## src/rtl/bd_pkg.sv

```systemverilog
// shared types for the bounded deque: command and status codes, payload structs
// no dependencies
package bd_pkg;

  localparam int unsigned DepthDefault = 64;
  localparam int unsigned DataWidth    = 32;

  typedef enum logic [2:0] {
    CMD_PUSH_FRONT = 3'd0,
    CMD_PUSH_BACK  = 3'd1,
    CMD_POP_FRONT  = 3'd2,
    CMD_POP_BACK   = 3'd3,
    CMD_DUMP       = 3'd4
  } cmd_e;

  typedef enum logic [1:0] {
    ST_OK    = 2'd0,
    ST_FULL  = 2'd1,
    ST_EMPTY = 2'd2
  } status_e;

  typedef struct packed {
    logic [2:0]                  cmd;
    logic signed [DataWidth-1:0] value_in;
  } in_item_t;

  typedef struct packed {
    logic [1:0]                  status;
    logic signed [DataWidth-1:0] value_out;
    logic                        last;
  } out_item_t;

endpackage

```

## src/rtl/bd_ram.sv

```systemverilog
// generic single-write, single-read ram with a registered read port
// no dependencies
module bd_ram #(
  parameter int unsigned WIDTH = 32,
  parameter int unsigned DEPTH = 64
) (
  input  logic                     clk_i,
  input  logic                     we_i,
  input  logic [$clog2(DEPTH)-1:0] waddr_i,
  input  logic [WIDTH-1:0]         wdata_i,
  input  logic                     re_i,
  input  logic [$clog2(DEPTH)-1:0] raddr_i,
  output logic [WIDTH-1:0]         rdata_o
);

  logic [WIDTH-1:0] mem_q [DEPTH];
  logic [WIDTH-1:0] rdata_q;

  always_ff @(posedge clk_i) begin
    if (we_i) begin
      mem_q[waddr_i] <= wdata_i;
    end
    if (re_i) begin
      rdata_q <= mem_q[raddr_i];
    end
  end

  assign rdata_o = rdata_q;

endmodule

```

## src/rtl/bounded_deque.sv

```systemverilog
// bounded deque top level: pointer and count registers around one entry ram
// depends on bd_pkg and bd_ram
//
// Double-ended queue of up to DEPTH signed 32-bit entries kept in a ring
// buffer in one RAM. Push front, push back, pop front and pop back each
// return one status transaction, so these commands can be issued every
// cycle while the result side keeps up. A dump of N held entries streams
// them back to front, one per cycle through the single RAM read port while
// the result side keeps up, with last set on the front entry; the input
// stalls until the dump ends. A dump of an empty deque returns one empty
// status. A push to a full deque drops the value and returns full; a pop of
// an empty deque returns empty and changes nothing. Command codes above
// dump are taken and produce no result. The output is registered, so a
// new command is taken in the same cycle the previous result leaves.
module bounded_deque #(
  parameter int unsigned DEPTH = bd_pkg::DepthDefault
) (
  input  logic             clk_i,
  input  logic             rst_ni,
  input  logic             in_valid_i,
  output logic             in_stall_o,
  input  bd_pkg::in_item_t in_data_i,
  output logic             out_valid_o,
  input  logic             out_stall_i,
  output bd_pkg::out_item_t out_data_o
);

  import bd_pkg::*;

  localparam int unsigned PW = $clog2(DEPTH);
  localparam int unsigned CW = $clog2(DEPTH + 1);

  localparam logic S_IDLE = 1'b0;
  localparam logic S_DUMP = 1'b1;

  function automatic logic [PW-1:0] ring(input logic [PW-1:0] b, input logic [PW-1:0] o);
    logic [PW:0] s;
    s = {1'b0, b} + {1'b0, o};
    if (s >= (PW+1)'(DEPTH)) begin
      s = s - (PW+1)'(DEPTH);
    end
    return s[PW-1:0];
  endfunction

  logic            state_q, state_d;
  logic [PW-1:0]   front_q, front_d;
  logic [CW-1:0]   count_q, count_d;
  logic [PW-1:0]   idx_q, idx_d;
  logic            out_valid_q, out_valid_d;
  out_item_t       out_q, out_d;

  logic                 we, re;
  logic [PW-1:0]        waddr, raddr;
  logic [DataWidth-1:0] rdata;
  logic                 out_free, in_acc, full, empty;

  bd_ram #(
    .WIDTH(DataWidth),
    .DEPTH(DEPTH)
  ) u_ram (
    .clk_i  (clk_i),
    .we_i   (we),
    .waddr_i(waddr),
    .wdata_i(in_data_i.value_in),
    .re_i   (re),
    .raddr_i(raddr),
    .rdata_o(rdata)
  );

  assign out_free   = !out_valid_q || !out_stall_i;
  assign in_acc     = in_valid_i && (state_q == S_IDLE) && out_free;
  assign in_stall_o = !((state_q == S_IDLE) && out_free);
  assign full       = (count_q == CW'(DEPTH));
  assign empty      = (count_q == '0);

  always_comb begin
    state_d     = state_q;
    front_d     = front_q;
    count_d     = count_q;
    idx_d       = idx_q;
    we          = 1'b0;
    waddr       = front_q;
    re          = 1'b0;
    raddr       = front_q;
    out_valid_d = out_valid_q && out_stall_i;
    out_d       = out_q;

    if (in_acc) begin
      out_d.value_out = '0;
      out_d.last      = 1'b1;
      out_d.status    = ST_OK;
      case (in_data_i.cmd)
        CMD_PUSH_FRONT: begin
          out_valid_d = 1'b1;
          if (full) begin
            out_d.status = ST_FULL;
          end else begin
            front_d = (front_q == '0) ? PW'(DEPTH - 1) : front_q - PW'(1);
            we      = 1'b1;
            waddr   = front_d;
            count_d = count_q + CW'(1);
          end
        end
        CMD_PUSH_BACK: begin
          out_valid_d = 1'b1;
          if (full) begin
            out_d.status = ST_FULL;
          end else begin
            we      = 1'b1;
            waddr   = ring(front_q, count_q[PW-1:0]);
            count_d = count_q + CW'(1);
          end
        end
        CMD_POP_FRONT: begin
          out_valid_d = 1'b1;
          if (empty) begin
            out_d.status = ST_EMPTY;
          end else begin
            front_d = ring(front_q, PW'(1));
            count_d = count_q - CW'(1);
          end
        end
        CMD_POP_BACK: begin
          out_valid_d = 1'b1;
          if (empty) begin
            out_d.status = ST_EMPTY;
          end else begin
            count_d = count_q - CW'(1);
          end
        end
        CMD_DUMP: begin
          if (empty) begin
            out_valid_d  = 1'b1;
            out_d.status = ST_EMPTY;
          end else begin
            // start with the back entry, its data shows up next cycle
            idx_d   = PW'(count_q - CW'(1));
            re      = 1'b1;
            raddr   = ring(front_q, idx_d);
            state_d = S_DUMP;
          end
        end
        default: begin
        end
      endcase
    end else if ((state_q == S_DUMP) && out_free) begin
      out_valid_d     = 1'b1;
      out_d.status    = ST_OK;
      out_d.value_out = $signed(rdata);
      out_d.last      = (idx_q == '0);
      if (idx_q == '0) begin
        state_d = S_IDLE;
      end else begin
        // read data stays put until the next read, so fetch ahead only when it moves out
        idx_d = idx_q - PW'(1);
        re    = 1'b1;
        raddr = ring(front_q, idx_d);
      end
    end
  end

  always_ff @(posedge clk_i or negedge rst_ni) begin
    if (!rst_ni) begin
      state_q     <= S_IDLE;
      front_q     <= '0;
      count_q     <= '0;
      idx_q       <= '0;
      out_valid_q <= 1'b0;
    end else begin
      state_q     <= state_d;
      front_q     <= front_d;
      count_q     <= count_d;
      idx_q       <= idx_d;
      out_valid_q <= out_valid_d;
    end
  end

  always_ff @(posedge clk_i) begin
    out_q <= out_d;
  end

  assign out_valid_o = out_valid_q;
  assign out_data_o  = out_q;

endmodule
```

## config.mk

```make
export PLATFORM = sky130hd
export DESIGN_NAME = bounded_deque
export DESIGN_NICKNAME = d
export VERILOG_FILES = /design/src/rtl/bd_pkg.sv /design/src/rtl/bd_ram.sv /design/src/rtl/bounded_deque.sv
export SDC_FILE = /design/constraint.sdc
export NUM_CORES = 2
export LEC_CHECK = 0
export BUFFER_PORTS_ARGS = -buffer_cell sky130_fd_sc_hd__buf_4
export CORE_MARGIN = 5
export CORE_UTILIZATION = 30
export CTS_BUF_LIST = sky130_fd_sc_hd__clkbuf_16
export CTS_CLUSTER_SIZE = 16
export DETAILED_ROUTE_END_ITERATION = 8
export GPL_TIMING_DRIVEN = 0
export PLACE_DENSITY = 0.53
export SETUP_SLACK_MARGIN = 0.15
export SLEW_MARGIN = 20
export SYNTH_ARGS = -nofsm -noshare
export SYNTH_HDL_FRONTEND = slang
export SYNTH_SLANG_ARGS = --single-unit
```

## constraint.sdc

```tcl
create_clock -name clk_i -period 5.7 [get_ports clk_i]
set_clock_uncertainty 0.05 [all_clocks]
set_input_delay 1.14 -clock clk_i [delete_from_list [all_inputs] [get_ports clk_i]]
set_output_delay 1.14 -clock clk_i [all_outputs]
set_load 0.01 [all_outputs]
```

; ---- Yosys cells after proc, flatten, opt, wreduce, memory -nomap -nowiden
; Memories as Yosys holds them, arrays and structs flattened. A register that Yosys moved wholly into a read port is not among the register bits.
; Index checks and enable logic that the tools add are counted.
[word_totals]
ff_bits = 56
ramBits = 2048
input_bits = 39
output_inout_bits = 37
elab_cells = 110
n_memories = 1
[memory_table]
columns = memory, words, word_bits, read_ports, rd_ports_with_merged_regs, wr, line
row1 = u_ram.mem_q, 64, 32, 1, 1, 1, bd_ram.sv:16  ; logic [WIDTH-1:0] mem_q [DEPTH];
[classes]
add_sub_neg = 12
magnitude_cmp = 4
n_eq_ne = 11
n_mux = 48
n_bitwise = 1
n_reduce_logical = 25
[ops]
columns = op, n
row1 = two-way mux 6 bit, 19
row2 = two-way mux 35 bit, 2
row3 = "subtractor 6 x 1 -> 6 bit, second input constant", 6
row4 = "greater-or-equal comparator 7 bit, second input constant", 4
row5 = case mux 6 bit (2 select lines), 2
row6 = adder 6 x 6 -> 7 bit, 3
row7 = two-way mux 1 bit, 19
row8 = two-way mux 7 bit, 2
row9 = case mux 7 bit (2 select lines), 1
row10 = logical NOT 6 bit, 2
row11 = AND reduction 4 bit, 3
row12 = "!= test 2 bit, second input constant", 5
row13 = nonzero test 2 bit, 4
row14 = "adder 6 x 1 -> 7 bit, second input constant", 1
row15 = "adder 7 x 1 -> 7 bit, second input constant", 1
row16 = "== test 7 bit, second input constant", 1
row17 = logical NOT 7 bit, 1
row18 = "subtractor 7 x 1 -> 7 bit, second input constant", 1
row19 = "== test 3 x 2 -> 1 bit, second input constant", 2
row20 = logical AND 1 bit, 5
row21 = case mux 2 bit (2 select lines), 1
row22 = OR reduction 2 bit, 2
row23 = OR reduction 4 bit, 1
row24 = "== test 3 x 1 -> 1 bit, second input constant", 1
row25 = other kinds (10), 12

; ---- Longest topological paths before layout
[depth]
depth_word = 7
mapped_depth = 16
depth_no_buf = 13

; ---- Hierarchy
; Synthesis repeated with hierarchy kept, for this count alone.
[hier_totals]
cells_unflattened = 3773
area_unflattened_um2 = 82447.8
[by_module_without_submodules]
columns = module, instances, cells_each, area_per_inst_um2, seq_area_each_um2
row1 = bd_ram, 1, 3324, 78835.6, 62459.9
row2 = bounded_deque, 1, 449, 3612.2, 1246.2

; ---- Least setup slack after synthesis
; No wires, ideal clock.
[synth_timing]
path_type = input port to flip-flop
from = input out_stall_i
to = memory u_ram.mem_q[40][0], enable pin
setup_ps = 461
t_arrival_ps = 5245
t_required_ps = 5189
setup_slack_ps = -56
path_stages = 10
path_buffers = 3
path_cell_list = a21oi_1 and2_1 clkbuf_1 buf_2 nand2_1 o21ai_0 o21ai_0 or3_1 clkbuf_1 nor3_1
[synth_between]
elab_chain_len = 6
word_cells_on_any_way = 7
classes_between = mux: 4 / reduce/logical: 3
[synth_lines]
columns = item, line
row1 = "start, declared", bounded_deque.sv:24  ; input logic out_stall_i,
row2 = logical NOT 1 bit *, bounded_deque.sv:70  ; assign out_free = !out_valid_q || !out_stall_i;
row3 = logical OR 1 bit *, bounded_deque.sv:70
row4 = logical AND 1 bit *, bounded_deque.sv:71  ; assign in_acc = in_valid_i && (state_q == S_IDLE) && out_free;
row5 = two-way mux 1 bit, bounded_deque.sv:88  ; if (in_acc) begin
row6 = two-way mux 1 bit, bd_ram.sv:20  ; if (we_i) begin
row7 = two-way mux 1 bit (not written as such), bd_ram.sv:21  ; mem_q[waddr_i] <= wdata_i;
row8 = "end, declared", bd_ram.sv:16
; Mark *: on every way between the ends. The rest lies on a longest branch, timed or not.

; ---- Worst setup path in the final report
[layout_timing]
from = register count_q[0]
to = register u_ram.rdata_q[31] (netlist: u_ram.rdata_o[31]), read port of u_ram.mem_q (data pin)
[layout_between]
elab_chain_len = 7
word_cells_on_any_way = 12
classes_between = add/sub: 3 / order compare: 1 / mux: 7 / reduce/logical: 1
[layout_lines]
columns = item, line
row1 = "start, declared", bounded_deque.sv:47  ; logic [CW-1:0] count_q, count_d;
row2 = "start signal, assigned", bounded_deque.sv:172  ; count_q <= count_d;
row3 = subtractor 7 x 1 -> 7 bit, bounded_deque.sv:137  ; idx_d = PW'(count_q - CW'(1));
row4 = adder 6 x 6 -> 7 bit, bounded_deque.sv:38  ; s = {1'b0, b} + {1'b0, o};
row5 = subtractor 6 x 1 -> 6 bit / greater-or-equal comparator 7 bit (equally long branches), "bounded_deque.sv:40, bounded_deque.sv:39"
row6 = two-way mux 6 bit, bounded_deque.sv:39  ; if (s >= (PW+1)'(DEPTH)) begin
row7 = two-way mux 6 bit, bounded_deque.sv:132  ; if (empty) begin
row8 = two-way mux 6 bit, bounded_deque.sv:92  ; case (in_data_i.cmd)
row9 = two-way mux 6 bit, bounded_deque.sv:88
row10 = "end, declared", bd_ram.sv:17  ; logic [WIDTH-1:0] rdata_q;
; Parallel ways exist; a longest one is shown, timed or not.
; A chain may end at the register's enable or synchronous reset.

==> impl_metrics.tcl <==
set metrics [dict create \
    status "finished, final reports clean" \
    grt_use_total_pct 19.28 \
    hold_slack_ps 129.2 \
    cts.sinks 2136 \
    gp_congestion 0.9270 \
    start_util_pct 30.12 \
    ys_seq_area_share_pct 71.98 \
    drv_slew 0 \
    rsz0062_at_grt "yes" \
    placed_cell_area_um2 96610 \
    grt_pass1_vias 56650 \
    syn_avg_cell_area_um2 15.74 \
    setup_viol 0 \
    setup.worst_path.start_class "flip-flop" \
    grt.overflow.total 0 \
    cts_root_buf "clkbuf_16" \
    switching_share_pct 47.07 \
    power_mw 65.30 \
    yosys_register_bits 2136 \
    p_seq_share_pct 27.8 \
    hold_viol_final 0 \
    layout_setup_ws_ps 148.0 \
    drcViolationCount 0 \
    worst_slew_pin_slew_ps 1210 \
    drive_above_1_share_pct 24.33 \
    fillers 28010 \
    hold_buffers 0 \
    drt_iter0_drc 8070 \
    cts_made_buffers 222 \
    required_ps 6190 \
    antenna_found_initial 41 \
    wirelength_um 307300 \
    comb_power_share_pct 51.0 \
    drtPass1Iterations 9 \
    ir_drop_uv 504.1 \
    clk_latency_ps 860 \
    p_per_area_nw_per_um2 623.6 \
    grt_pass1_wl_um 427700 \
    core_area_um2 293800 \
    routedWlPerCell_um 29.75 \
    clockPowerShare_pct 21.2 \
    p_int_mw 34.56 \
    synth_edf_count 2082 \
    post-place-ws_ps -1385 \
    synth_top_area_cell "edfxtp_1" \
    fp.dieArea_um2 306000 \
    cts.clk_slew.worst_paths_ps 60 \
    fin_crit_sh_pct 97.40 \
    ant_nets 0 \
    synth_cells 5623 \
    arrival_ps 6040 \
    worstRegToRegCells 13 \
    fin_area_um2 104700 \
    ctsHtreeMaxLevel 4 \
    critPathCaptureType "flip-flop" \
    synthFlopType "edfxtp_1" \
    nets 6272 \
    vias_per_cell 5.600 \
    port_buffers 74 \
    min_period_ps 5552 \
    power.net_switching_mw 30.74 \
    dieHeight_um 553.1 \
    cts_tree "done" \
    yosysWarnings 0 \
    row_count 199 \
    num_vias 57830 \
    power.leakage_nw 33.89 \
    ios 76 \
    yosysTopAreaCellShare_pct 70.64 \
    max-cap-violations 0 \
    syn_area_um2 88500 \
    syn_to_final_growth_pct 18.33 \
    synth_cell_types 77 \
    ys_top_cells_by_area "edfxtp_1 (71%), mux2_2 (6.3%), o2111ai_1 (4.1%), nand4_1 (2.7%), clkbuf_1 (1.7%)" \
    clk_path_buf_depth 3 \
    timing.fmax_ghz 0.1801 \
    holdCritPathClass "in2async" \
    slew_headroom_pct 19.36 \
    postLayoutCoreUtil_pct 35.64 \
    synth_fp_nets 5687 \
    yosysMostFrequentCell "edfxtp_1" \
    async_reset_ff_share_pct 0.9831 \
    dpl.hpwl_um 212400 \
    grt_max_degree 65 \
    path_max_fanout 10 \
    crit_type "reg2reg" \
    yosys-top-cells-count "edfxtp_1 (2,082), mux2_2 (497), o2111ai_1 (416), clkbuf_1 (400), nand4_1 (385)" \
    die_w_um 553.1 \
]
==> power by group through the flow <==
stage          clock network, mW  logic [mW]  registers [mW]
5_1_grt                     14.7        34.2            18.2
4_1_cts                     14.1        31.6            18.2
3_5_place_dp                   0        30.8            18.5
2_1_floorplan                  0        15.7            18.4
3_3_place_gp                   0        30.0            18.5
6_report                    13.9        33.3            18.2
==> state kept, by name, indices dropped and copies added, names as in the netlist <==
signal         flops
count_q            7
out_valid_o        1
u_ram.mem_q     2048
state_q            1
idx_q              6
front_q            6
u_ram.rdata_o     32
out_data_o        35
==> worst paths after layout <==
kind | to | slack (ps) | start
hold / removal | idx_q[0] | 130 | rst_ni
max in group asynchronous | front_q[5] | 5150 | rst_ni
setup reg to reg | u_ram.rdata_o[31] | 150 | count_q[0]
min in group clk_i | out_data_o[2] | 410 | u_ram.rdata_o[1]
hold reg to reg | out_data_o[2] | 410 | u_ram.rdata_o[1]
setup / recovery | u_ram.rdata_o[31] | 150 | count_q[0]
==> critical path, cell delays in order, from the launching register on <==
cell and delay, ps:
dfrtp_1 460, inv_1 160, ha_1 300, nor3b_2 210, a21o_4 270, buf_6 150
or3_1 490, nand3_4 330, buf_4 380, clkdlybuf4s15_2 530, mux2_2 390, a222oi_1 700
a211oi_1 180, or4_1 630
==> placed cells by master, fill, tap and decap left out, types with 97 or more instances in the layout <==
cell type	Yosys	final
edfxtp_1	2082	2082
mux2_2	497	497
o2111ai_1	416	416
nand4_1	385	385
inv_1	304	350
buf_4	5	330
clkbuf_1	400	325
clkbuf_16	0	226
a21oi_1	161	159
a31oi_1	134	132
nor4_1	129	129
a222oi_1	128	128
buf_2	112	105
o31a_1	97	97
a2111oi_0	97	97
==> layout make-up <==
cell class | instances | area, um2 | share of cell area (%)
diodes | 16 | 40.04 | 0.03823
clock inverters | 182 | 1249 | 1.192
well taps | 3919 | 4903 | 4.682
inverters | 304 | 1141 | 1.090
flip-flops and latches | 2136 | 63710 | 60.84
repair buffers | 363 | 3033 | 2.896
clock buffers | 226 | 5655 | 5.401
plain buffers | 555 | 2442 | 2.332
multi-input cells | 2626 | 22550 | 21.53
==> stage by stage <==
stage          TNS [ps]  cells
2_1_floorplan    -26390   5623
3_3_place_gp   -6970360   9616
3_5_place_dp    -416920   9872
4_1_cts               0  10280
5_1_grt               0  10310
6_report              0  10330
==> routing by layer <==
layer | GRT usage [%] | vias to the layer above | share of wire [%] | wire length, um
li1 | - | 24670 | - | -
met1 | 25.35 | 29560 | 40 | 123700
met2 | 30.04 | 3054 | 45 | 138200
met3 | 5.712 | 540 | 10 | 32000
met4 | 7.368 | 8 | 4.3 | 13310
met5 | 0 | - | 0.019 | 57
==> cell families (layout without fill, tap and decap cells) <==
group,after synthesis,after routing,synth area share [%]
AOI/OAI and AO/OA,1284,1284,11.55
DFF,2136,2136,71.98
adders and majority gates,25,25,0.3789
and+or+nand+nor,776,776,5.425
buffers and inverters,861,1630,3.840
xor gates and xnor gates,20,20,0.1979
muxes,521,521,6.619
other,0,16,0
==> what timing repair did <==
action                                  in CTS  in global routing
endpoints found under the setup margin    1157                524
gates resized for setup                    128                155
cloned                                       0                  0
pin swaps                                    7                 16
setup buffers                                6                 24
Note: power is estimated with default switching activity, not from simulation.
